--- src/pswu_pkg.sv ---
// shared types and constants of the particle swarm update block
package pswu_pkg;

   localparam int MAX_PARTICLES = 32;
   localparam int COORD_W       = 24;
   localparam int LEVEL_W       = 16;
   localparam int INDEX_W       = 5;
   localparam int ADDR_W        = $clog2(MAX_PARTICLES);
   localparam int FRAC_W        = 8;
   // room for the weighted sum of three products before the shift
   localparam int ACC_W         = COORD_W + 14;

   localparam logic signed [COORD_W-1:0] COORD_MAX = {1'b0, {(COORD_W-1){1'b1}}};
   localparam logic signed [COORD_W-1:0] COORD_MIN = {1'b1, {(COORD_W-1){1'b0}}};

   localparam longint COORD_MAX_INT = (longint'(1) << (COORD_W - 1)) - 1;
   localparam longint LOAD_VEL_RAW  = longint'(50) << FRAC_W;
   localparam logic signed [COORD_W-1:0] LOAD_VEL =
      (LOAD_VEL_RAW > COORD_MAX_INT) ? COORD_MAX : COORD_W'(LOAD_VEL_RAW);

   typedef struct packed {
      logic [7:0]  inertia;
      logic [9:0]  cognitive;
      logic [9:0]  social;
      logic [22:0] vel_limit;
   } cfg_type;

   typedef struct packed {
      logic signed [COORD_W-1:0] pos_x;
      logic signed [COORD_W-1:0] pos_y;
      logic signed [COORD_W-1:0] vel_x;
      logic signed [COORD_W-1:0] vel_y;
      logic signed [COORD_W-1:0] best_x;
      logic signed [COORD_W-1:0] best_y;
      logic [LEVEL_W-1:0]        best_level;
   } rec_type;

   typedef struct packed {
      logic mul_en;
      logic sum_en;
   } vel_ctl_type;

endpackage

--- src/pswu_velocity.sv ---
// one axis of the velocity rule: product stage, then sum, floor shift and clamp
module pswu_velocity (
   input  logic                               clock,
   input  pswu_pkg::vel_ctl_type              ctl,
   input  pswu_pkg::cfg_type                  cfg,
   input  logic signed [pswu_pkg::COORD_W-1:0] vel,
   input  logic signed [pswu_pkg::COORD_W-1:0] pos,
   input  logic signed [pswu_pkg::COORD_W-1:0] best,
   input  logic signed [pswu_pkg::COORD_W-1:0] glob,
   output logic signed [pswu_pkg::COORD_W-1:0] vel_out
);

   logic signed [pswu_pkg::COORD_W:0]    d_best;
   logic signed [pswu_pkg::COORD_W:0]    d_glob;
   logic signed [8:0]                    w_s;
   logic signed [10:0]                   c_s;
   logic signed [10:0]                   s_s;
   logic signed [pswu_pkg::COORD_W+8:0]  prod_i_ff;
   logic signed [pswu_pkg::COORD_W+11:0] prod_c_ff;
   logic signed [pswu_pkg::COORD_W+11:0] prod_s_ff;
   logic signed [pswu_pkg::ACC_W-1:0]    acc;
   logic signed [pswu_pkg::ACC_W-1:0]    sh;
   logic signed [pswu_pkg::ACC_W-1:0]    vl;
   logic signed [pswu_pkg::ACC_W-1:0]    cmax;
   logic signed [pswu_pkg::ACC_W-1:0]    lim;
   logic signed [pswu_pkg::ACC_W-1:0]    clamped;
   logic signed [pswu_pkg::COORD_W-1:0]  vel_in;
   logic signed [pswu_pkg::COORD_W-1:0]  vel_ff;

   assign d_best = {best[pswu_pkg::COORD_W-1], best} - {pos[pswu_pkg::COORD_W-1], pos};
   assign d_glob = {glob[pswu_pkg::COORD_W-1], glob} - {pos[pswu_pkg::COORD_W-1], pos};
   assign w_s    = {1'b0, cfg.inertia};
   assign c_s    = {1'b0, cfg.cognitive};
   assign s_s    = {1'b0, cfg.social};

   always_ff @(posedge clock) begin
      if (ctl.mul_en) begin
         prod_i_ff <= w_s * vel;
         prod_c_ff <= c_s * d_best;
         prod_s_ff <= s_s * d_glob;
      end
      if (ctl.sum_en) begin
         vel_ff <= vel_in;
      end
   end

   always_comb begin
      acc  = pswu_pkg::ACC_W'(prod_i_ff) + pswu_pkg::ACC_W'(prod_c_ff)
           + pswu_pkg::ACC_W'(prod_s_ff);
      // arithmetic shift rounds toward minus infinity
      sh   = acc >>> pswu_pkg::FRAC_W;
      vl   = pswu_pkg::ACC_W'(cfg.vel_limit);
      cmax = pswu_pkg::ACC_W'(pswu_pkg::COORD_MAX);
      lim  = (vl > cmax) ? cmax : vl;
      if (sh > lim) begin
         clamped = lim;
      end else if (sh < -lim) begin
         clamped = -lim;
      end else begin
         clamped = sh;
      end
      vel_in = pswu_pkg::COORD_W'(clamped);
   end

   assign vel_out = vel_ff;

endmodule

--- config.mk ---
export PLATFORM = sky130hd
export DESIGN_NAME = pswu_velocity
export DESIGN_NICKNAME = d
export VERILOG_FILES = /design/src/pswu_pkg.sv /design/src/pswu_velocity.sv
export SDC_FILE = /design/constraint.sdc
export NUM_CORES = 2
export LEC_CHECK = 0
export BUFFER_PORTS_ARGS = -buffer_cell sky130_fd_sc_hd__buf_2
export CAP_MARGIN = 25
export CORE_UTILIZATION = 43
export CTS_BUF_LIST = sky130_fd_sc_hd__clkbuf_4 sky130_fd_sc_hd__clkbuf_8 sky130_fd_sc_hd__clkbuf_16
export CTS_CLUSTER_SIZE = 40
export DETAILED_ROUTE_END_ITERATION = 10
export GPL_TIMING_DRIVEN = 0
export RECOVER_POWER = 50
export SYNTH_ARGS = -nofsm -noshare
export SYNTH_HDL_FRONTEND = slang
export SYNTH_SLANG_ARGS = --single-unit
--- constraint.sdc ---
create_clock -name clock -period 22.9 [get_ports clock]
set_clock_uncertainty 0.1 [all_clocks]
set_input_delay 1.145 -clock clock [delete_from_list [all_inputs] [get_ports clock]]
set_output_delay 1.145 -clock clock [all_outputs]
set_load 0.02 [all_outputs]
==> flow_results.org <==
** Final layout
- Layout-stage area growth over the synthesis result :: 8.68%
- Cells with a size suffix above 1 make up 6.59% of the layout.
- Fill count :: 7,843
- For this run, the post-layout net count is 5,211.

** Global routing
- First-pass GRT wire length :: 148 mm
- Global Route Usage Sum :: 22.7%
- Via count of the first global-routing pass :: around 28k
- The initial antenna violation count is 2.
- GRT Residual Overflow :: 0
- Largest net degree at the start of global routing :: 73

** Routing
- WL/cell :: roughly 18 um
- Number of design-rule violations left by the first detailed-router iteration :: 1,444
- Post-detailed-route count of antenna-violating nets :: 0
- Vias :: 26.6k
- Count of unresolved DRC violations after routing :: 24
- Detailed-route wire length :: 90.9 mm
- 1st-pass router iterations :: 9
- Mean number of vias per cell :: 5.17

** Setup path
- Data on the critical path is required at its endpoint by 22.97 ns.
- Bufs and invs on worst path :: 6
- In this design, the critical path's most frequently occurring cell is sky130_fd_sc_hd__fa_1.
- Along the worst path, the maximum fanout reaches 7.
- Startpoint kind of the worst setup timing path :: input port
- WP depth :: 33
- The critical path in this run is classified as in2reg.
- Largest incremental delay on the critical path :: 0.56 ns
- Dominant delay contributor by cell family on the critical path :: compound AO/OA/AOI/OAI gates
- The worst setup path is captured at a flip-flop.
- Master of the slowest instance on the critical path :: sky130_fd_sc_hd__fa_1
- Cell count of the worst reg-to-reg path :: 24
- For the worst setup path, the data arrival time is about 9.8 ns.

** STA
- The worst path in the final design needs a cycle of ~9.7 ns, including I/O delays and setup.
- After layout, the worst path uses 42.4% of the clock period.
- The final hold violation count came to 0.
- In the final timing run, aggregate negative setup slack is 0 ns.
- Unrepaired setup endpoints after global routing :: false
- Upper clock frequency limit :: 0.103 GHz
- At the pin with the least slew margin, the transition time is 3.74 ns.
- Measured against its own limit, the worst slew margin works out to -149%.
- Max-slew violation count :: ~110
- Setup violations remaining at the end of the flow were counted as 0.

** Logic synthesis
- Counting flops with a built-in enable in the synthesized netlist gives 129.
- After synthesis the netlist holds a flip-flop and latch count of 129.
- A synthesized cell averages 9.14 um^2.
- The synthesized design spends more area on one cell type than any other, namely sky130_fd_sc_hd__fa_1.
- By count the netlist is led by sky130_fd_sc_hd__inv_1 (782), sky130_fd_sc_hd__fa_1 (621), sky130_fd_sc_hd__nand2_1 (428), sky130_fd_sc_hd__ha_1 (369), sky130_fd_sc_hd__and2_1 (343).
- Async set-or-reset flop fraction in the synthesized netlist :: 0%
- Counting every net in the synthesized netlist gives 4,992.
- After synthesis, the cell types taking the most area are sky130_fd_sc_hd__fa_1 (35%), sky130_fd_sc_hd__ha_1 (13%), sky130_fd_sc_hd__edfxtp_1 (11%).
- Synthesized instance count :: 3,852
- The top cell type by area accounts for 35.3% of the synthesized area.
- Yosys mapped the design onto 84 distinct sky130hd cell types.
- Most frequent cell after synthesis :: sky130_fd_sc_hd__inv_1
- Commonest register cell after synthesis :: sky130_fd_sc_hd__edfxtp_1
- Netlist Area Pre-Place :: 35,200 um^2
- During synthesis, Yosys emitted a total of 0 warnings.
- Sequential elements use between 10% and 20% of the synthesized area.

** Floorplanning
- 174 I/O pins were placed.
- Initial Util :: 43.6%
- Area of the core :: 80,800 um^2
- In this run the horizontal extent of the chip is between 200 and 300 um.
- After floorplanning, the core was divided into approximately 100 placement rows.
- Area of the die :: 83,000 um^2
- Die H :: 288 um

** Clocking
- TritonCTS created 17 clock buffers.
- Count of clock tree sinks :: 129
- Worst skew pair latency :: 0.44 ns
- Maximum buffer depth of the clock tree :: 2
- The tree is rooted in a sky130_fd_sc_hd__clkbuf_16.
- After clock tree synthesis, the clock-pin slew on the worst setup and hold paths is 0.06 ns.
- The clock tree synthesis step divided the H-tree into 4 levels.
- Clock tree from TritonCTS :: yes
- Hold buffer count at CTS :: 0
- Cts repair resizes :: 0
- Buffers added to address setup during post-CTS repair amount to 0.

** Status
- The final reports fail on DRC, capacitance limit, slew limit.
- The flow ran to the end, but the final reports show violations.

** Hold path
- The min-delay analysis places its worst path in the category in2reg.
- Worst hold path cell count :: 3

** Flow run
- Maximum capacitance violations :: 2

** Placed design
- Number of port buffers :: approximately 170
- Once detailed placement completed, the half-perimeter wirelength came to 78.4 mm.
- Routability-driven placement finished with a final weighted congestion of 0.881.
==> logic make-up (layout without fill, tap and decap cells) <==
logic type | count (synthesis) | count (layout) | share of synthesized area, %
buffers and inverters | 866 | 1098 | 9.32
adder cells (fa/ha/maj) | 990 | 990 | 48.4
multiplexers | 11 | 11 | 0.313
AND/OR/NAND/NOR | 1165 | 1165 | 16.9
AO/OA/AOI/OAI | 520 | 520 | 9.80
XOR/XNOR | 171 | 171 | 4.25
other | 0 | 1 | 0
flip-flops | 129 | 129 | 11.0
==> worst min-delay path, delay by kind of cell <==
kind	cells	cell delay [ns]
AOI/OAI and AO/OA	1	0.11
buffers and inverters	1	0.10
and+or+nand+nor	1	0.06
==> worst paths after layout <==
check,endpoint,startpoint,slack [ns]
setup / recovery,prod_c_ff[35]$_DFFE_PP_,pos[1],13.19
hold / removal,vel_out[21]$_DFFE_PP_,cfg[21],1.00
setup reg to reg,vel_out[13]$_DFFE_PP_,prod_s_ff[4]$_DFFE_PP_,16.10
hold reg to reg,vel_out[1]$_DFFE_PP_,prod_c_ff[9]$_DFFE_PP_,1.12
==> state kept, by name, summed over array words and instances, names as in the netlist <==
register and cells:
prod_s_ff 36, vel_out 24, prod_c_ff 36, prod_i_ff 33
==> metal layers <==
metal,global-route usage [%],vias to the layer above,part of all wire [%]
met5,0,-,0.0099
met4,4.35,2,1.6
met3,2.11,89,4.9
met2,37.8,683,47
met1,32.3,13100,47
li1,-,12700,-
==> cells in the final DEF (no fill, tap or decap), drive strengths merged, types with 7 or more instances in the layout <==
master | Yosys | final
a21oi | 158 | 158
nor2b | 60 | 60
o31ai | 10 | 10
and2 | 343 | 343
xor2 | 41 | 41
o221ai | 10 | 10
nand2b | 29 | 29
o22ai | 7 | 7
o21ai | 85 | 85
clkbuf | 75 | 105
o21a | 25 | 25
a21o | 57 | 57
xnor2 | 130 | 130
edfxtp | 129 | 129
or3 | 28 | 28
buf | 8 | 195
a21boi | 7 | 7
o211ai | 14 | 14
fa | 621 | 621
nor4 | 10 | 10
nand3 | 50 | 50
o31a | 9 | 9
nand4 | 19 | 19
a31oi | 16 | 16
nor2 | 115 | 115
a211o | 12 | 12
o21bai | 28 | 28
mux2i | 11 | 11
ha | 369 | 369
nor3 | 41 | 41
inv | 783 | 792
a22oi | 7 | 7
and3 | 19 | 19
or2 | 7 | 7
nand2 | 429 | 429
a211oi | 26 | 26
==> stage by stage <==
step | instances | hold WS [ns] | util (%) | cell area, um^2 | setup slack, ns
after floorplan | 3852 | 0.911 | - | 35200 | 14.35
after global placement | 5077 | 1.12 | 46.2 | 37400 | 12.49
after detailed placement | 5101 | 1.13 | 46.5 | 37600 | 12.76
after CTS | 5133 | 0.991 | 47.3 | 38200 | 13.17
after global routing | 5144 | 1.02 | 47.4 | 38300 | 12.64
final | 5145 | 1.00 | 47.4 | 38300 | 13.19
==> area by class of cell <==
type / count / area (um^2) / area share, %
inverters: 783 / 2940 / 7.68
clock buffers: 17 / 425 / 1.11
diodes: 1 / 2.50 / 0.00654
well taps: 1060 / 1330 / 3.47
flip-flops and latches: 129 / 3870 / 10.1
plain buffers: 83 / 344 / 0.899
multi-input cells: 2857 / 28100 / 73.4
repair buffers: 200 / 1090 / 2.85
clock inverters: 15 / 188 / 0.490
Power is left out: the tool's default activity adds up to more than one toggle a clock period on the data nets, which glitch-free logic cannot reach.
