File: src/pswu_ram.sv
// generic single-port-write, registered-read ram
module pswu_ram #(
   parameter int WIDTH = 8,
   parameter int DEPTH = 32
) (
   input  logic                     clock,
   input  logic                     wr_en,
   input  logic [$clog2(DEPTH)-1:0] wr_addr,
   input  logic [WIDTH-1:0]         wr_data,
   input  logic                     rd_en,
   input  logic [$clog2(DEPTH)-1:0] rd_addr,
   output logic [WIDTH-1:0]         rd_data
);

   logic [WIDTH-1:0] mem_ff [DEPTH];
   logic [WIDTH-1:0] rd_data_ff;

   always_ff @(posedge clock) begin
      if (wr_en) begin
         mem_ff[wr_addr] <= wr_data;
      end
      // read data holds until the next read
      if (rd_en) begin
         rd_data_ff <= mem_ff[rd_addr];
      end
   end

   assign rd_data = rd_data_ff;

endmodule

File: config.mk
export PLATFORM = sky130hd
export DESIGN_NAME = pswu_ram
export DESIGN_NICKNAME = d
export VERILOG_FILES = /design/src/pswu_ram.sv
export SDC_FILE = /design/constraint.sdc
export NUM_CORES = 1
export LEC_CHECK = 0
export BUFFER_PORTS_ARGS = -buffer_cell sky130_fd_sc_hd__buf_2
export CAP_MARGIN = 5
export CELL_PAD_IN_SITES_DETAIL_PLACEMENT = 1
export CELL_PAD_IN_SITES_GLOBAL_PLACEMENT = 2
export CORE_MARGIN = 3
export CORE_UTILIZATION = 45
export CTS_CLUSTER_SIZE = 8
export DETAILED_ROUTE_END_ITERATION = 8
export PLACE_DENSITY_LB_ADDON = 0.1
export SYNTH_ARGS = -nofsm -noshare
export SYNTH_HDL_FRONTEND = slang
export SYNTH_SLANG_ARGS = --single-unit
File: constraint.sdc
create_clock -name clock -period 2.9 [get_ports clock]
set_input_delay 0.58 -clock clock [delete_from_list [all_inputs] [get_ports clock]]
set_output_delay 0.58 -clock clock [all_outputs]
set_load 0.05 [all_outputs]
==> results of run 1 <==
==> layout make-up <==
| type | count | area, µm² |
|---|---|---|
| fill | 1836 | 10000 |
| sequential | 264 | 7930 |
| multi-input combinational | 133 | 2100 |
| clock buffer | 41 | 1030 |
| timing repair buffer | 68 | 518 |
| tap | 280 | 350 |
==> through the flow <==
stage / hold WS, ps / setup WS, ps / utilization / instances
after detailed placement: 973 / 218 / 0.496 / 745
final: 466 / 738 / 0.543 / 786
after floorplan: 679 / 378 / - / 417
after global routing: 457 / 701 / 0.543 / 786
after CTS: 449 / 735 / 0.543 / 786
after global placement: 963 / 247 / 0.496 / 745
==> registers in the layout, summed over array words and instances (netlist names) <==
register  flops
mem_ff      256
rd_data       8
==> kinds of logic (layout without fill, tap and decap cells) <==
logic type    after synthesis  in the layout
mux                        88             88
simple gates               45             45
buf+inv                    20            109
flops                     264            264
==> worst min-delay path by stage <==
| stage | depth (start not counted) | start | endpoint | slack (ps) |
|---|---|---|---|---|
| finish | 1 | rd_en | rd_data[6]$_DFFE_PP_ | 470 |
| global route | 1 | rd_en | rd_data[6]$_DFFE_PP_ | 460 |
| CTS | 1 | rd_en | rd_data[6]$_DFFE_PP_ | 450 |
| detailed placement | 1 | rd_en | rd_data[2]$_DFFE_PP_ | 970 |
| global placement | 3 | mem_ff[4][3]$_DFFE_PP_ | rd_data[3]$_DFFE_PP_ | 960 |
| floorplan | 0 | wr_data[0] | mem_ff[0][0]$_DFFE_PP_ | 680 |
==> layer usage <==
metal | share of wire | global-route usage | vias to the layer above
met5 | 0 | 0 | -
met4 | 0.014 | 0.0416 | 0
met3 | 0.057 | 0.0338 | 25
met2 | 0.46 | 0.284 | 127
met1 | 0.47 | 0.302 | 2515
li1 | - | - | 1945
==> cells in the final DEF (no fill, tap or decap) <==
cell	instances
sky130_fd_sc_hd__mux4_2	80
sky130_fd_sc_hd__nand2_1	1
sky130_fd_sc_hd__buf_2	27
sky130_fd_sc_hd__clkbuf_16	41
sky130_fd_sc_hd__buf_4	35
sky130_fd_sc_hd__edfxtp_1	264
sky130_fd_sc_hd__nor2_1	33
sky130_fd_sc_hd__or3_1	1
sky130_fd_sc_hd__nand3_1	2
sky130_fd_sc_hd__mux2_2	8
sky130_fd_sc_hd__buf_12	6
sky130_fd_sc_hd__or3b_2	3
sky130_fd_sc_hd__nand3b_1	5
==> report_power, final <==
| part | internal, mW | switching [mW] |
|---|---|---|
| logic | 0.185 | 0.268 |
| clock network | 2.45 | 1.40 |
| registers | 4.27 | 0.0165 |
==> critical path: stages <==
cell	delay [ps]
sky130_fd_sc_hd__buf_4	170
sky130_fd_sc_hd__buf_12	210
sky130_fd_sc_hd__mux4_2	570
sky130_fd_sc_hd__mux4_2	550
sky130_fd_sc_hd__mux2_2	290
==> impl_summary.log, run 1 <==
INFO  metric run_status = finished, final reports clean
INFO  metric setup_violations_final = 0
INFO  metric required = 3140 ps
INFO  metric synth.area.top_cells = sky130_fd_sc_hd__edfxtp_1 (78%), sky130_fd_sc_hd__mux4_2 (18%), sky130_fd_sc_hd__nor2_1 (1.2%), sky130_fd_sc_hd__mux2_2 (0.89%), sky130_fd_sc_hd__buf_4 (0.44%)
INFO  metric grt_overflow_total = 0
INFO  metric synth_cells = 417
INFO  metric max-cap-violations = 0
INFO  metric rsz_0062_raised_after_global_routing = no
INFO  metric synthDistinctLibCells = 14
INFO  metric muxShareOfSynthArea = 0.187
INFO  metric post-route-period-util = 0.746
INFO  metric yosys.area_share.xor_xnor = 0
INFO  metric antenna_found_initial = 0
INFO  metric irDropWorstVdd = 0.445 mV
INFO  metric clock_latency_on_the_worst_skew_pair = 500 ps
INFO  metric fin_setup_tns = 0 ps
INFO  metric post_synthesis_share_of_cell_area_spent_on_full_adders_half_adders_and_majority_gates = 0
INFO  metric timing.hold.worst.class = input pin to flop
INFO  metric detail_route.vias_per_cell = 5.87
INFO  metric postPlaceCellArea = 10,900 µm²
INFO  metric detail_route.wl_per_cell = 28.3 µm
INFO  metric timing_worst_setup_path_type = input pin to flop
INFO  metric core.rowCount = 54
INFO  metric cts_hold_buffers = 0
INFO  metric total_power = 8.59 mW
INFO  metric period_needed = 2160 ps
INFO  metric start_kind = input pin
INFO  metric flow.area_growth_from_synthesis = 17.6%
INFO  metric die_w = 156 µm
INFO  metric hpwlAfterDp = 14,200 µm
INFO  metric cts-root-buf = sky130_fd_sc_hd__clkbuf_16
INFO  metric synth_compound_area_frac = 0
INFO  metric layout.cell_area.non_filler = 11,900 µm²
INFO  metric synthFlopType = sky130_fd_sc_hd__edfxtp_1
INFO  metric grt_pass1_vias = 4,898
INFO  metric reg_to_reg_endpoint = rd_data[4]$_DFFE_PP_
INFO  metric synthesis.nets = 438
INFO  metric end_kind = flop
INFO  metric die_area = 24,400 µm²
INFO  metric max_clock_freq = 462 MHz
INFO  metric synth_largest_type_area_fraction = 0.782
INFO  metric layout.nets = 526
INFO  metric p_per_area = 721 nW/µm²
INFO  metric top_level_ports = 29
INFO  metric core_area = 22,000 µm²
INFO  metric start_util = 0.461
INFO  metric timing.max_slew.rel_slack = 0.548
INFO  metric total_of_buffers_placed_on_input_and_output_ports = 28
INFO  metric diodes = 0
INFO  metric detailroute.via_count = 4,612
INFO  metric drcViolationCount = 0
INFO  metric clock_skew = 12.3 ps
INFO  metric setup.worst_path.start = rd_addr[0]
INFO  metric yosysMostFrequentCell = sky130_fd_sc_hd__edfxtp_1
INFO  metric ys_ff_latch = 264
INFO  metric tritoncts_buffer_count = 38
INFO  metric synth_area_per_cell = 24.3 µm²
INFO  metric synth_area = 10,100 µm²
INFO  metric drtIter0Drc = 464
INFO  metric cts.htree.levels = 2
INFO  metric worstPathMaxFanout = 19
INFO  metric synth_top_cell_by_area = sky130_fd_sc_hd__edfxtp_1
INFO  metric totalWireLength = 22,200 µm
INFO  metric grt.total_usage = 0.192
INFO  metric clock_sinks = 264
INFO  metric drive_gt1_frac = 0.395
INFO  metric yosys.area_share.simple = 0.0205
INFO  metric arrival = 2400 ps
INFO  metric synthArstFlopShare = 0
INFO  metric tightestPinTransition = 678 ps
INFO  metric routabilityCongestion = 0.746
INFO  metric cts_buffer_depth = 3
INFO  metric drt.antenna.violating_nets = 0
INFO  metric ys_seq_area_frac = 0.782
INFO  metric cts_tree = yes
INFO  metric timing_hold_violations_final = 0
INFO  metric reg2reg_depth = 3
INFO  metric critPathCapture = rd_data[3]$_DFFE_PP_
INFO  metric grt_start_max_net_pins = 33
INFO  metric synth_enable_flop_cells = 264
INFO  metric grt_pass1_wl = 33,400 µm
INFO  metric worst_r2r_startpoint = mem_ff[29][4]$_DFFE_PP_
INFO  metric postCtsSetupRepairBufs = 0
INFO  metric timing.final.max_slew_violations = 0
INFO  metric worst_setup_hold_path_clk_slew = 50 ps
INFO  metric power_leakage = 3.83 nW
INFO  metric dominant_combinational_cell_family_by_area_after_synthesis = multiplexers
INFO  metric die_height = 156 µm
INFO  metric reg2reg_slack = 920 ps
INFO  metric synthesis.yosys.warnings = 0
INFO  metric cells_resized_by_post_cts_repair = 0
INFO  metric detail_route.first_pass.iterations = 4
INFO  metric synth_top_cells_by_count = sky130_fd_sc_hd__edfxtp_1 (264), sky130_fd_sc_hd__mux4_2 (80), sky130_fd_sc_hd__nor2_1 (33)
No activity file was read; power rests on OpenSTA's default activity.
==> inputs of run 2 (changes only) <==
==> constraint.sdc (replaced) <==
create_clock -name clock -period 1.8 [get_ports clock]
set_input_delay 0.36 -clock clock [delete_from_list [all_inputs] [get_ports clock]]
set_output_delay 0.36 -clock clock [all_outputs]
set_load 0.05 [all_outputs]
==> run 2 against run 1 <==
  * The run now ends with setup timing left
  * Clock skew is 0.98 ps lower
  * Clock power is 62% higher
  * Utilization is 0.35 points higher
  * Non-clock buffer count is 3 higher
  * Combinational power is 66% higher
  * Critical path depth is 2 lower
  * First-iteration DRC count is 36% higher
  * Register-to-register slack worse by 1100 ps
  * Global-route usage is 0.51 points higher
  * Sequential cell count stayed put
  * Critical path type is now flop to flop
  * Largest power group unchanged
  * Highest routed layer unchanged
==> impl_summary.log, run 2 (same netlist as run 1, synthesis figures left out) <==
INFO  metric largest_reg_flops = 256 (unchanged)
INFO  metric detailroute.via_count = 4,578 (-0.74%)
INFO  metric clock_skew = 11.3 ps (-0.980 ps)
INFO  metric detail_route.first_pass.iterations = 4 (unchanged)
INFO  metric max_clock_freq = 508 MHz
INFO  metric post-route-period-util = 1.09
INFO  metric die_area = 24,400 µm² (unchanged)
INFO  metric drcViolationCount = 0 (unchanged)
INFO  metric grt.total_usage = 0.197 (+0.00512)
INFO  metric grt_use_met3 = 0.0436 (+0.00971)
INFO  metric stdcell_count = 789 (+0.38%)
INFO  metric clock_latency_on_the_worst_skew_pair = 500 ps (about the same)
INFO  metric rsz_0062_raised_after_global_routing = yes
INFO  metric end_kind = flop
INFO  metric total_power = 13.9 mW (+62%)
INFO  metric irDropWorstVdd = 0.707 mV (+59%)
INFO  metric timing.max_slew.rel_slack = 0.538 (-0.0102)
INFO  metric timing.hold.worst.class = input pin to flop
INFO  metric core.rowCount = 54 (unchanged)
INFO  metric power_leakage = 3.87 nW (+0.95%)
INFO  metric worstPathMaxFanout = 1 (-18)
INFO  metric layout_commonest_cell = sky130_fd_sc_hd__edfxtp_1
INFO  metric layout_common_cells = sky130_fd_sc_hd__edfxtp_1 (264), sky130_fd_sc_hd__mux4_2 (80), sky130_fd_sc_hd__clkbuf_16 (41)
INFO  metric grt_overflow_total = 0 (unchanged)
INFO  metric total_of_buffers_placed_on_input_and_output_ports = 28 (unchanged)
INFO  metric drive_gt1_frac = 0.399 (+0.00356)
INFO  metric clock_sinks = 264 (unchanged)
INFO  metric finalHoldWorstSlack = 257 ps (-210 ps)
INFO  metric fin_setup_tns = -1020 ps (-1020 ps)
INFO  metric drt.antenna.violating_nets = 0 (unchanged)
INFO  metric routabilityCongestion = 0.730 (-2.1%)
INFO  metric timing.final.max_slew_violations = 0 (unchanged)
INFO  metric final.fill_count = 1,839 (+0.16%)
INFO  metric cts.htree.levels = 2 (unchanged)
INFO  metric diodes = 0 (unchanged)
INFO  metric layout.nets = 529 (+0.57%)
INFO  metric numPlacedInstances = 748 (+0.40%)
INFO  metric largest_register_by_flop_count = mem_ff
INFO  metric max-cap-violations = 0 (unchanged)
INFO  metric hpwlAfterDp = 14,400 µm (+1.5%)
INFO  metric reg2reg_slack = -170 ps (-1090 ps)
INFO  metric run_status = finished with violations
INFO  metric die_w = 156 µm (unchanged)
INFO  metric core_area = 22,000 µm² (unchanged)
INFO  metric violations = setup timing
INFO  metric grt_start_max_net_pins = 33 (unchanged)
INFO  metric met1_usage = 0.309 (+0.00667)
INFO  metric start_util = 0.461 (unchanged)
INFO  metric die_height = 156 µm (unchanged)
INFO  metric p_per_area = 1160 nW/µm² (+61%)
INFO  metric tritoncts_buffer_count = 38 (unchanged)
INFO  metric antenna_found_initial = 1 (+1)
INFO  metric postCtsSetupRepairBufs = 0 (unchanged)
INFO  metric start_kind = flop
INFO  metric timing_hold_violations_final = 0 (unchanged)
INFO  metric grt.met2_usage = 0.288 (+0.00371)
INFO  metric cts_buffer_depth = 3 (unchanged)
INFO  metric arrival = 2210 ps (-190 ps)
INFO  metric drtIter0Drc = 630 (+36%)
INFO  metric totalWireLength = 22,800 µm (+2.6%)
INFO  metric detail_route.wl_per_cell = 28.9 µm (+2.3%)
INFO  metric pre_cts_slack = -677 ps (-894 ps)
INFO  metric timing_worst_setup_path_type = flop to flop
INFO  metric flow.area_growth_from_synthesis = 18.4%
INFO  metric tightestPinTransition = 693 ps (+15.3 ps)
INFO  metric busiest_layer = met1
INFO  metric grt_pass1_vias = 4,910 (+0.24%)
INFO  metric cts-root-buf = sky130_fd_sc_hd__clkbuf_16
INFO  metric post-route-worst-setup-slack = -167 ps (-904 ps)
INFO  metric cts_tree = yes
INFO  metric grt_pass1_wl = 34,100 µm (+2.1%)
INFO  metric required = 2050 ps (-1090 ps)
INFO  metric worst_setup_hold_path_clk_slew = 50 ps (about the same)
INFO  metric top_level_ports = 29 (unchanged)
INFO  metric detail_route.vias_per_cell = 5.80 (-1.1%)
INFO  metric period_needed = 1970 ps
INFO  metric setup_violations_final = 8 (+8)
## run 2: cell count changes in the layout (fill, tap and decap cells not counted)
cell / before / now
sky130_fd_sc_hd__buf_12: 6 / 10
sky130_fd_sc_hd__buf_4: 35 / 34
sky130_fd_sc_hd__mux2_2: 8 / 7
sky130_fd_sc_hd__mux2_4: 0 / 1
## run 2: area by class of cell
cell class | instances | area (µm²) | area share
clock buffers | 41 | 1030 | 0.0855
flip-flops and latches | 264 | 7930 | 0.661
multi-input cells | 133 | 2100 | 0.175
repair buffers | 71 | 591 | 0.0492
well taps | 280 | 350 | 0.0292
## run 2: timing repair
item | 4_1_cts | 5_1_grt
resized for setup | 1 | 0
hold buffers | 0 | 0
setup endpoints to repair | 8 | 8
## run 2: worst max-delay path: stages (launching register included)
cell                       delay [ps]
sky130_fd_sc_hd__edfxtp_1         380
sky130_fd_sc_hd__mux4_2           530
sky130_fd_sc_hd__mux4_2           530
sky130_fd_sc_hd__mux2_4           280
## run 2: power breakdown
part           internal, mW  switching, mW  total (mW)  leakage [nW]
registers              6.88         0.0313        6.91          2.38
clock network          3.94           2.27        6.22         0.505
logic                 0.315          0.438       0.753         0.981
## run 2: stage by stage
step | instance area (µm²) | util
after floorplan | 10200 | -
after global placement | 11000 | 0.499
after CTS | 12000 | 0.546
after global routing | 12000 | 0.546
final | 12000 | 0.546
after detailed placement | 11000 | 0.499
## run 2: routing by layer
layer,vias to the layer above,share of wire
li1,1958,-
met1,2464,0.47
met2,136,0.46
met3,20,0.067
met4,0,0.011
met5,-,0
## run 2: worst paths after layout
check,from,endpoint,cells past startpoint
setup / recovery,mem_ff[29][2]$_DFFE_PP_,rd_data[2]$_DFFE_PP_,3
hold / removal,rd_en,rd_data[5]$_DFFE_PP_,1
setup reg to reg,mem_ff[29][2]$_DFFE_PP_,rd_data[2]$_DFFE_PP_,3
hold reg to reg,mem_ff[31][6]$_DFFE_PP_,rd_data[6]$_DFFE_PP_,3
