==> config.mk <==
export PLATFORM = sky130hd
export DESIGN_NAME = pswu_csr
export DESIGN_NICKNAME = d
export VERILOG_FILES = /design/src/pswu_pkg.sv /design/src/pswu_csr.sv
export SDC_FILE = /design/constraint.sdc
export NUM_CORES = 1
export LEC_CHECK = 0
export BUFFER_PORTS_ARGS = -buffer_cell sky130_fd_sc_hd__buf_2
export CAP_MARGIN = 30
export CORE_AREA = 2 2 89 91
export CTS_BUF_LIST = sky130_fd_sc_hd__clkbuf_4
export CTS_CLUSTER_SIZE = 28
export DETAILED_ROUTE_END_ITERATION = 10
export DIE_AREA = 0 0 91 93
export RECOVER_POWER = 100
export SYNTH_ARGS = -nofsm -noshare
export SYNTH_HDL_FRONTEND = slang
export SYNTH_SLANG_ARGS = --single-unit
==> constraint.sdc <==
create_clock -name clock -period 3 [get_ports clock]
set_input_delay 0.3 -clock clock [delete_from_list [all_inputs] [get_ports clock]]
set_output_delay 0.3 -clock clock [all_outputs]
set_load 0.05 [all_outputs]
==> src/pswu_pkg.sv <==
// shared types and constants of the particle swarm update block
package pswu_pkg;

   localparam int MAX_PARTICLES = 32;
   localparam int COORD_W       = 24;
   localparam int LEVEL_W       = 16;
   localparam int INDEX_W       = 5;
   localparam int ADDR_W        = $clog2(MAX_PARTICLES);
   localparam int FRAC_W        = 8;
   // room for the weighted sum of three products before the shift
   localparam int ACC_W         = COORD_W + 14;

   localparam logic signed [COORD_W-1:0] COORD_MAX = {1'b0, {(COORD_W-1){1'b1}}};
   localparam logic signed [COORD_W-1:0] COORD_MIN = {1'b1, {(COORD_W-1){1'b0}}};

   localparam longint COORD_MAX_INT = (longint'(1) << (COORD_W - 1)) - 1;
   localparam longint LOAD_VEL_RAW  = longint'(50) << FRAC_W;
   localparam logic signed [COORD_W-1:0] LOAD_VEL =
      (LOAD_VEL_RAW > COORD_MAX_INT) ? COORD_MAX : COORD_W'(LOAD_VEL_RAW);

   typedef struct packed {
      logic [7:0]  inertia;
      logic [9:0]  cognitive;
      logic [9:0]  social;
      logic [22:0] vel_limit;
   } cfg_type;

   typedef struct packed {
      logic signed [COORD_W-1:0] pos_x;
      logic signed [COORD_W-1:0] pos_y;
      logic signed [COORD_W-1:0] vel_x;
      logic signed [COORD_W-1:0] vel_y;
      logic signed [COORD_W-1:0] best_x;
      logic signed [COORD_W-1:0] best_y;
      logic [LEVEL_W-1:0]        best_level;
   } rec_type;

   typedef struct packed {
      logic mul_en;
      logic sum_en;
   } vel_ctl_type;

endpackage

==> src/pswu_csr.sv <==
// configuration registers behind the apb-style port
module pswu_csr (
   input  logic             clock,
   input  logic             reset,
   input  logic             csr_psel,
   input  logic             csr_penable,
   input  logic             csr_pwrite,
   input  logic [3:0]       csr_paddr,
   input  logic [31:0]      csr_pwdata,
   output logic [31:0]      csr_prdata,
   output logic             csr_pready,
   output pswu_pkg::cfg_type cfg
);

   localparam logic [1:0] REG_INERTIA   = 2'd0;
   localparam logic [1:0] REG_COGNITIVE = 2'd1;
   localparam logic [1:0] REG_SOCIAL    = 2'd2;
   localparam logic [1:0] REG_VLIMIT    = 2'd3;

   pswu_pkg::cfg_type cfg_ff;
   logic              wr_en;
   logic [1:0]        reg_sel;

   assign csr_pready = 1'b1;
   assign reg_sel    = csr_paddr[3:2];
   assign wr_en      = csr_psel && csr_penable && csr_pwrite && csr_pready;

   always_ff @(posedge clock) begin
      if (reset) begin
         cfg_ff.inertia   <= 8'd128;
         cfg_ff.cognitive <= 10'd154;
         cfg_ff.social    <= 10'd154;
         cfg_ff.vel_limit <= 23'd6656;
      end else if (wr_en) begin
         case (reg_sel)
            REG_INERTIA:   cfg_ff.inertia   <= csr_pwdata[7:0];
            REG_COGNITIVE: cfg_ff.cognitive <= csr_pwdata[9:0];
            REG_SOCIAL:    cfg_ff.social    <= csr_pwdata[9:0];
            REG_VLIMIT:    cfg_ff.vel_limit <= csr_pwdata[22:0];
            default: begin
            end
         endcase
      end
   end

   always_comb begin
      case (reg_sel)
         REG_INERTIA:   csr_prdata = {24'd0, cfg_ff.inertia};
         REG_COGNITIVE: csr_prdata = {22'd0, cfg_ff.cognitive};
         REG_SOCIAL:    csr_prdata = {22'd0, cfg_ff.social};
         REG_VLIMIT:    csr_prdata = {9'd0, cfg_ff.vel_limit};
         default:       csr_prdata = 32'd0;
      endcase
   end

   assign cfg = cfg_ff;

endmodule

==> results.md, run 1 <==
CTS:
- The number of clock buffers added by TritonCTS is 5.
- The source-to-sink clock delay at the later pin of the worst-skew pair is 360 ps.
- No sink is reached through more buffers than the 2 on the longest clock path.
- The deepest level of the CTS H-tree is 2.
- The hold-fix buffer count after cts is 0.
- Post-CTS timing repair inserted 0 buffers for setup.
- The clock slew seen by the registers of the worst setup and hold paths is 150 ps.
- The clock tree from TritonCTS is built.
- Once the clock tree was built, the resizer swapped 0 gates to a different size.
- The tree is rooted in a clkbuf_4.
- Counting every sink on the clock net gives 51.

Place:
- The congestion estimate from routability-driven global placement came to 0.718.
- Buffers placed on the I/O ports in this run total 103.
- The HPWL after detailed placement is 4400 µm.
- The worst setup timing slack at the placement stage is 820 ps.

Yosys:
- The most area-hungry cell type in the Yosys netlist is dfxtp_1.
- A synthesized cell averages 9.51 µm².
- Ranked by total cell area, the synthesized netlist is headed by dfxtp_1 (40%), mux2i_1 (12%), nand2b_1 (9.7%).
- The post-synthesis register bit count is 51.
- Summing every instance area after synthesis gives 0.00257 mm².
- The number of different library cells in the post-synthesis netlist is 24.
- The post-synthesis cell count is 270.
- The area fraction of the dominant cell type after synthesis is 0.398.
- The number of synthesis warnings is 0.
- The register area share after synthesis is 0.398.

Finish:
- The area added between synthesis and finish is 18.6%.
- In the final design database the tool counted 400 nets.
- The fill cell total of the finished layout is 834.
- The most common cell after layout, fill and taps aside is clkbuf_1.
- Of the cells placed in the final design, the portion with a size suffix greater than 1 is 0.142.
- The register with the most flip-flops in the layout has 51 of them.
- The number of inserted diodes is 0.
- The sequential cell area is 0.00102 mm².
- The multi-input combinational cells in the finished layout cover a total of 0.00137 mm².
- The top cell types in the final layout, fill and taps aside, are clkbuf_1 (74), dfxtp_1 (51), nand2b_1 (40), o21ai_0 (39), mux2i_1 (31).

STA:
- The tightest hold path in the finished design has a slack of 158 ps.
- At the pin with the least slew margin, the transition time is 1370 ps.
- Subtracting the final worst setup slack from the clock period gives 2110 ps.
- Measured against its own limit, the worst slew margin works out to 0.0852.
- The worst-case clock skew is 0 ps.
- The final worst slack is 894 ps.
- The final-report max-slew violation count is 0.
- The total of endpoints with negative setup slack in the final report is 0.
- Setup total negative slack on the finished layout was measured at 0 ps.
- Setup repair after global routing left no endpoint under its margin.
- Dividing the final minimum period by the clock period gives 0.702.
- The final-report hold violation count came to 0.
- The highest clock rate is 0.475 GHz.

Floorplan:
- The die covers 0.00846 mm².
- The area of the placeable core is 0.00753 mm².
- From bottom edge to top edge, the die measures 93 µm.
- The number of top-level pins is 125.
- For this configuration, the core starts out at a cell density of 0.341.
- The site row count is 32.
- Measured along the x axis, the die boundary spans 91 µm.

Global route:
- The leftover overflow at the end of global routing is 0.
- The maximum number of pins on one net before global-route repair is 30.
- The wire length of the first global-routing pass is 10200 µm.
- The initial antenna violation count is 0.
- The total global-route track usage is 0.149.
- The number of global-route vias before repair is 2003.

Worst setup path:
- At the worst endpoint, the arrival time is 1810 ps.
- The critical path startpoint category is a primary input.
- For this design, the slowest cell found on the critical path is clkbuf_1.
- Data on the critical path is required at its endpoint by 2700 ps.
- The top cell family by delay on the critical path is buffers and inverters.
- The buffers plus inverters on the worst setup path is 2.
- By startpoint and endpoint, the worst setup path is classified as in -> out.
- Traced cell by cell, the critical path runs through buf_2 > nor2b_1 > a22o_1 > clkbuf_1.
- Of all nets on the critical path, the largest fanout is 29.
- In this design, the stage delay of the slowest critical-path cell is 480 ps.
- The kind of capture point of the worst setup path is a primary output.

Route:
- The average routed wire per standard cell is 14.0 µm.
- The first detailed-routing pass ran for 4 iterations.
- Using the TritonRoute via totals, the vias-per-cell ratio works out to 4.70.
- The post-detailed-routing wire length is 6470 µm.
- The remaining routing DRC violations is 0.
- The first routing iteration left 56 violations.
- The via count is 2173.
- Once detail routing completed, the nets flagged for antenna violations numbered 0.

Pwr:
- Overall power consumption after layout is estimated at 1.31 mW.
- The worst-case IR drop observed on VDD is 0.000163 V.
- In this run the static leakage power is 1.25 nW.
- Power spread over the standard cell area amounts to 431 mW/mm².

Outcome:
- The flow ran to the end, and the final reports show no timing, DRC or antenna violations.

Run:
- Max-cap violations in this run came to 0.

Hold path:
- The worst hold path class is in -> reg.
-- final timing paths --
check,cells after the start,startpoint,slack (ps),endpoint
worst min register to register,2,cfg[31],500,cfg[31]
worst max-delay path,4,csr_paddr[2],890,csr_prdata[9]
worst min-delay path,3,csr_pwdata[21],160,cfg[21]
worst max register to register,3,cfg[5],2200,cfg[5]
-- cell families (layout without fill, tap and decap cells) --
| kind of cell | Yosys count | in the layout | synth area share |
|---|---|---|---|
| AND/OR/NAND/NOR | 102 | 102 | 0.241 |
| other | 2 | 10 | 0.00293 |
| multiplexers | 41 | 41 | 0.200 |
| buffers and inverters | 32 | 114 | 0.0741 |
| flip-flops | 51 | 51 | 0.398 |
| AO/OA/AOI/OAI | 42 | 42 | 0.0848 |
-- worst register-to-register path, stage by stage (launching register included) --
cell	delay [ps]
dfxtp_1	360
nor2b_1	130
o21ai_0	70
o21ai_0	100
-- Yosys cell counts --
library cell	count
nor2b_1	21
conb_1	2
mux2_2	2
nand4_1	1
nor3b_4	1
dfxtp_1	51
mux2i_1	31
buf_2	2
o21ai_0	38
mux4_2	8
a22o_1	2
or2_2	1
nor2_1	20
or3_1	1
and3_1	13
nor3b_2	1
or3b_1	1
buf_6	3
nand3_4	1
buf_4	12
o21ai_1	2
clkbuf_1	15
nand2_1	1
nand2b_1	40
-- routing by layer --
| metal | routed length [µm] | GRT usage |
|---|---|---|
| met5 | 0 | 0 |
| met4 | 54 | 0.0303 |
| met3 | 366 | 0.0338 |
| met2 | 2990 | 0.248 |
| met1 | 3060 | 0.200 |
-- final cells by class --
| type | instances | area share |
|---|---|---|
| Tap cell | 102 | 0.0419 |
| Sequential cell | 51 | 0.335 |
| Clock inverter | 3 | 0.0144 |
| Clock buffer | 5 | 0.0123 |
| Timing Repair Buffer | 106 | 0.146 |
| Multi-Input combinational cell | 195 | 0.450 |
-- power by group --
part,internal (mW),switching (mW)
registers,0.687,0.00655
logic,0.0575,0.161
clock network,0.176,0.226
-- metrics by stage --
stage / utilization / instance area (µm²) / std cells
2_1_floorplan: - / 2600 / 278
3_3_place_gp: 0.408 / 3070 / 454
3_5_place_dp: 0.408 / 3070 / 454
4_1_cts: 0.419 / 3150 / 462
5_1_grt: 0.405 / 3050 / 462
6_report: 0.405 / 3050 / 462
No activity file was read; power rests on OpenSTA's default activity.
==> inputs of run 2 (changes only) <==
==> constraint.sdc (replaced) <==
create_clock -name clock -period 1.7 [get_ports clock]
set_input_delay 0.17 -clock clock [delete_from_list [all_inputs] [get_ports clock]]
set_output_delay 0.17 -clock clock [all_outputs]
set_load 0.05 [all_outputs]
==> run 2 against run 1 <==
Register-to-register slack worse by 1300 ps. Largest cell class unchanged. Hold slack got worse by 130 ps. Highest routed layer unchanged. Via count decreased by 1.2%. Critical path type is now reg -> out. Critical path depth down 2. Combinational power increased by 84%. Routed wire length decreased by 1.8%.
==> results.md, run 2 (synthesized netlist as in run 1, its figures left out) <==
STA:
- The actual slew at the worst max-slew pin is 741 ps (-629 ps).
- The final critical path time including I/O delays and setup is 1600 ps.
- The final-report max-slew violation count is 0 (unchanged).
- The worst-case clock skew was 0 ps (unchanged).
- The worst relative slew slack is 0.504 (+0.419).
- In the finished design, the share of the clock period the worst path needs comes to 0.943.
- The highest clock rate is 0.624 GHz.
- The total of endpoints with negative setup slack in the final report was 0 (unchanged).
- The final-report hold violation count came to 0 (unchanged).
- The final setup TNS was 0 ps (unchanged).
- Setup repair after global routing left no endpoint under its margin.

Route:
- The via count was 2148 (-1.2%).
- The remaining routing DRC violations came to 0 (unchanged).
- The vias per cell is 4.61 (-2.0%).
- The DRC marker count from the first detailed-route iteration was 63 (+13%).
- The post-detailed-routing wire length came to 6350 µm (-1.8%).
- The average routed wire per standard cell is 13.6 µm (-2.7%).
- The detailed-routing iteration count for the pre-antenna-repair pass is 4 (unchanged).
- The number of nets with antenna violations after detailed routing is 0 (unchanged).

Floorplan:
- The horizontal die dimension is 91 µm (unchanged).
- The number of top-level pins is 125 (unchanged).
- The site row count is 32 (unchanged).
- The starting utilization of the core area came to 0.341 (unchanged).
- The die height was 93 µm (unchanged).
- The area of the placeable core came to 0.00753 mm² (unchanged).
- The overall die area is 0.00846 mm² (unchanged).

Global route:
- The number of global-route vias before repair is 1949 (-2.7%).
- The total global-route track usage is 0.149 (-0.000525).
- The leftover overflow at the end of global routing came to 0 (unchanged).
- The maximum number of pins on one net before global-route repair is 80 (+170%).
- The wire length of the first global-routing pass was 10100 µm (-0.75%).
- The initial antenna violation count is 0 (unchanged).

CTS:
- The clock slew seen by the registers of the worst setup and hold paths is 160 ps (about the same).
- The number of buffers created by CTS is 5 (unchanged).
- The maximum buffer depth of the clock tree is 2 (unchanged).
- The number of cells upsized or downsized after cts is 0 (unchanged).
- TritonCTS built the clock tree.
- The deepest level of the CTS H-tree is 2 (unchanged).
- The total clock sinks is 51 (unchanged).
- The setup fix buffers added after clock tree synthesis is 0 (unchanged).
- The source-to-sink clock delay at the later pin of the worst-skew pair was 360 ps (about the same).
- The master cell of the clock root buffer is clkbuf_4.
- The hold-fix buffer count after cts is 0 (unchanged).

Place:
- The port buffer count is 103 (unchanged).
- The HPWL after detailed placement is 4350 µm (-1.2%).
- The routability-driven placement congestion ratio is 0.751 (+4.6%).

Pwr:
- The worst voltage drop across the vdd grid is 0.000304 V (+86%).
- The overall power after layout is 2.34 mW (+78%).
- The power density over cell area is 751 mW/mm² (+74%).
- The leakage component of the power is 1.35 nW (+7.4%).

Hold path:
- The worst hold path begins at csr_pwdata[19].
- The count of cells along the worst hold path is 3 (unchanged).
- The sink of the worst hold path is cfg[19].
- The min-delay analysis places its worst path in the category in -> reg.

Finish:
- The number of inserted diodes is 0 (unchanged).
- Leaving out fill and tap cells, the most frequent cells in the layout are clkbuf_1 (55), dfxtp_1 (51), nand2b_1 (40), o21ai_0 (39).
- Leaving out fill and tap cells, the most frequent cell in the layout is clkbuf_1.
- The area added between synthesis and finish is 21.5%.
- The fill cell total of the finished layout is 812 (-2.6%).
- The flip-flop count of the largest register after layout is 51 (unchanged).
- The final layout net count is 404 (+1.0%).
- The fraction of final layout cells with drive strength greater than 1 is 0.206 (+0.0644).

Worst setup path:
- Tracing the worst setup path back leads to its startpoint at cfg[46].
- The top fanout value on the critical path is 3 (-90%).
- In this run the critical register-to-register path is launched from cfg[17].
- The kind of capture point of the worst setup path is a primary output.
- The worst path required time is 1530 ps (-1170 ps).
- The reg-to-reg critical path endpoint is cfg[17].
- The critical path startpoint category is a register.
- The path depth of the worst reg2reg path is 3 (unchanged).
- The critical path is of the reg -> out type.
- The setup slack of the most critical reg-to-reg path was 910 ps (-1290 ps).
- The arrival time of data at the critical path endpoint is 1430 ps (-380 ps).

Outcome:
- The flow ran to the end, and the final reports show no timing, DRC or antenna violations.

Run:
- The max-cap violation count is 0 (unchanged).
[run 2: cell types whose count changed in the layout (fill, tap and decap cells not counted), sizes merged]
cell and change:
buf +5, clkbuf -1
[run 2: where the power goes]
group	internal (mW)	switching, mW
clock network	0.311	0.406
logic	0.116	0.286
registers	1.21	0.0110
[run 2: routing by layer]
| metal | vias up | track usage | wire (µm) |
|---|---|---|---|
| met5 | - | 0 | 0 |
| met4 | 0 | 0.0316 | 36 |
| met3 | 4 | 0.0371 | 318 |
| met2 | 73 | 0.237 | 2890 |
| met1 | 985 | 0.204 | 3110 |
| li1 | 1086 | - | - |
[run 2: critical path: stages (launching register included)]
cell and delay [ps]:
dfxtp_1 360, mux4_2 450, clkbuf_2 250
[run 2: layout make-up]
class,count,area [µm²],area share
clock buffers,5,37.5,0.0120
well taps,102,128,0.0409
flip-flops and latches,51,1020,0.327
multi-input cells,195,1370,0.438
repair buffers,110,522,0.167
clock inverters,3,43.8,0.0140
[run 2: how the worst max path moves through the flow]
stage                         end  slack [ps]  cells after the start
floorplan           csr_prdata[8]         240                      2
global placement          cfg[28]         210                      5
detailed placement        cfg[31]         200                      5
CTS                 csr_prdata[5]          90                      2
global route              cfg[31]          20                      5
finish              csr_prdata[3]         100                      2
[run 2: through the flow]
| stage | hold WS (ps) | utilization | cell area (µm²) | setup slack, ps | instances |
|---|---|---|---|---|---|
| 2_1_floorplan | 316 | - | 2600 | 243 | 278 |
| 3_3_place_gp | 429 | 0.416 | 3130 | 207 | 458 |
| 3_5_place_dp | 432 | 0.416 | 3130 | 199 | 458 |
| 4_1_cts | 16.3 | 0.426 | 3210 | 88.2 | 466 |
| 5_1_grt | 15.4 | 0.414 | 3120 | 23.9 | 466 |
| 6_report | 32.0 | 0.414 | 3120 | 96.5 | 466 |
==> inputs of run 3 (changes only) <==
==> constraint.sdc (replaced) <==
create_clock -name clock -period 1.6 [get_ports clock]
set_input_delay 0.16 -clock clock [delete_from_list [all_inputs] [get_ports clock]]
set_output_delay 0.16 -clock clock [all_outputs]
set_load 0.05 [all_outputs]
==> run 3 against run 2 <==
First-iteration DRC count decreased by 1.6%. Flip-flop and latch count unchanged. Clock-buffer cell count increased by 1. Worst setup slack got worse by 43 ps. Core utilization increased by 1.5 points. Sequential share of layout area decreased by 0.66 points. Via count increased by 0.37%. Routed wire length increased by 2.6%. Power increased by 15%. Combinational power increased by 12%.
==> results.md, run 3 (synthesized netlist as in run 1, its figures left out) <==
Outcome:
- The flow ran to the end, and the final reports show no timing, DRC or antenna violations.

Route:
- The remaining routing DRC violations came to 0 (unchanged).
- The detailed-routing iteration count for the pre-antenna-repair pass came to 4 (unchanged).
- The DRC marker count from the first detailed-route iteration is 62 (-1.6%).
- The average routed wire per standard cell came to 13.9 µm (+1.9%).
- The vias per cell is 4.60 (-0.27%).
- The via count is 2156 (+0.37%).
- The number of nets with antenna violations after detailed routing is 0 (unchanged).
- The post-detailed-routing wire length is 6520 µm (+2.6%).

CTS:
- The setup fix buffers added after clock tree synthesis was 0 (unchanged).
- The number of buffers created by CTS came to 5 (unchanged).
- The total clock sinks was 51 (unchanged).
- The clock slew seen by the registers of the worst setup and hold paths is 150 ps (about the same).
- The source-to-sink clock delay at the later pin of the worst-skew pair is 370 ps (about the same).
- The master cell of the clock root buffer is clkbuf_4.
- The maximum buffer depth of the clock tree is 2 (unchanged).
- The deepest level of the CTS H-tree is 2 (unchanged).
- The clock tree from TritonCTS is built.

Worst setup path:
- The reg-to-reg critical path endpoint is cfg[15].
- The worst path required time is 1440 ps (-90 ps).
- The setup slack of the most critical reg-to-reg path is 810 ps (-100 ps).
- Walking the worst path, the cells encountered are mux4_2 > buf_6.
- The startpoint of the worst register-to-register path is cfg[15].
- The critical path in this run is classified as reg -> out.
- The arrival time of data at the critical path endpoint was 1390 ps (-40 ps).
- STA classifies the critical path endpoint as a primary output.
- The delay contributed by the slowest stage of the critical path came to 480 ps (+30 ps).
- The slowest stage of the critical path is the mux4_2 cell.
- The path depth of the worst reg2reg path is 3 (unchanged).
- The top fanout value on the critical path is 3 (unchanged).
- The worst setup path is launched from a register.

STA:
- Setup repair after global routing could not meet its margin everywhere.
- The worst relative slew slack was 0.537 (+0.0329).
- The final worst slack is 53.8 ps (-42.8 ps).
- The final-report max-slew violation count is 0 (unchanged).
- The total of endpoints with negative setup slack in the final report is 0 (unchanged).
- Based on the critical path, the design can be clocked at up to 0.647 GHz.
- The final setup TNS is 0 ps (unchanged).
- The actual slew at the worst max-slew pin was 692 ps (-49.1 ps).
- The worst-case clock skew is 0 ps (unchanged).
- Subtracting the final worst setup slack from the clock period gives 1550 ps.
- The final cycle utilization of the critical path is 0.966.
- The final-report hold violation count came to 0 (unchanged).

Finish:
- The number of inserted diodes was 0 (unchanged).
- The final layout net count is 407 (+0.74%).
- The number of standard cells in the final layout excluding fillers is 469 (+0.64%).
- The area growth from synthesis to layout is 25.8%.
- The fill cell total of the finished layout is 820 (+0.99%).
- The flip-flop count of the largest register after layout is 51 (unchanged).
- The most common cell after layout, fill and taps aside is clkbuf_1.
- The top cell types in the final layout, fill and taps aside, are clkbuf_1 (50), nand2b_1 (40), o21ai_0 (39), dfxtp_1 (39).
- The fraction of final layout cells with drive strength greater than 1 is 0.253 (+0.0474).
- The footprint of the multi-input gates is 0.00137 mm² (unchanged).
- The sequential cell area came to 0.00104 mm² (+1.5%).

Floorplan:
- The starting utilization of the core area is 0.341 (unchanged).
- The site row count was 32 (unchanged).
- The die height came to 93 µm (unchanged).
- The horizontal die dimension was 91 µm (unchanged).
- The overall die area is 0.00846 mm² (unchanged).
- The number of top-level pins is 125 (unchanged).
- The area of the placeable core was 0.00753 mm² (unchanged).

Place:
- The routability-driven placement congestion ratio came to 0.760 (+1.2%).
- The port buffer count is 103 (unchanged).
- The HPWL after detailed placement is 4490 µm (+3.2%).
- The worst setup timing slack at the placement stage was 54.7 ps (-144 ps).
- The placed cell count is 460 (+0.44%).

Pwr:
- The net switching power is 0.753 mW (+7.0%).
- The worst voltage drop across the vdd grid is 0.000311 V (+2.6%).
- The leakage component of the power is 1.40 nW (+4.0%).
- The switching portion of total power came to 0.280 (-0.0203).
- The power density over cell area is 832 mW/mm² (+11%).
- The sequential group share of total power was 0.483 (-0.039).
- The cell-internal power is 1.94 mW (+18%).
- The combinational cell fraction of total power is 0.167 (-0.005).
- The clock group share of total power came to 0.349 (+0.043).

Run:
- The max-cap violation count is 0 (unchanged).

Global route:
- The maximum number of pins on one net before global-route repair is 80 (unchanged).
- The total global-route track usage is 0.152 (+0.00344).
- The wire length of the first global-routing pass was 10300 µm (+2.1%).
- The leftover overflow at the end of global routing was 0 (unchanged).
- The number of global-route vias before repair is 2005 (+2.9%).
- The initial antenna violation count is 0 (unchanged).

Hold path:
- The count of cells along the worst hold path is 3 (unchanged).
- The start point of the worst hold path is csr_pwdata[19].
- The sink of the worst hold path is cfg[19].
- In this run the worst hold path is classified as in -> reg.
==> run 3: power groups by stage <==
stage | registers (mW) | clock network (mW) | logic [mW]
4_1_cts | 1.30 | 0.963 | 0.445
3_3_place_gp | 1.33 | 0 | 0.442
5_1_grt | 1.30 | 1.02 | 0.479
3_5_place_dp | 1.33 | 0 | 0.444
6_report | 1.30 | 0.939 | 0.450
2_1_floorplan | 1.38 | 0 | 0.286
==> run 3: critical path, delay by kind of cell (launching register included) <==
family / cells / cell delay, ps
flops: 1 / 360
buf+inv: 1 / 170
mux: 1 / 480
==> run 3: metal layers <==
metal	vias to the layer above	wire, µm	GRT usage
met5	-	0	0
met4	0	38	0.0341
met3	4	375	0.0330
met2	76	2960	0.246
met1	982	3140	0.208
li1	1094	-	-
==> run 3: repair_timing <==
action	4_1_cts	5_1_grt
resized for setup	0	36
hold buffers	0	1
endpoints found under the hold margin	0	1
setup endpoints to repair	0	9
==> run 3: area by class of cell <==
| class | instances | area share |
|---|---|---|
| clock buffers | 6 | 0.0139 |
| clock inverters | 2 | 0.0186 |
| repair buffers | 113 | 0.184 |
| flip-flops and latches | 51 | 0.321 |
| multi-input cells | 195 | 0.423 |
| well taps | 102 | 0.0395 |
==> run 3: worst max-delay path by stage <==
stage / from / end / depth (start not counted)
2_1_floorplan: cfg[31] / csr_prdata[8] / 2
3_3_place_gp: csr_paddr[2] / cfg[20] / 4
3_5_place_dp: csr_paddr[2] / cfg[15] / 4
4_1_cts: cfg[36] / csr_prdata[3] / 2
5_1_grt: cfg[3] / csr_prdata[3] / 2
6_report: cfg[5] / csr_prdata[5] / 2
==> run 3: metrics by stage <==
stage / power (mW) / hold slack, ps / cell area [µm²] / utilization
after global placement: 1.77 / 419 / 3140 / 0.418
after detailed placement: 1.77 / 419 / 3140 / 0.418
final: 2.69 / 18.4 / 3230 / 0.429
after global routing: 2.81 / 3.63 / 3230 / 0.429
after floorplan: 1.67 / 306 / 2600 / -
after CTS: 2.71 / 6.87 / 3250 / 0.432
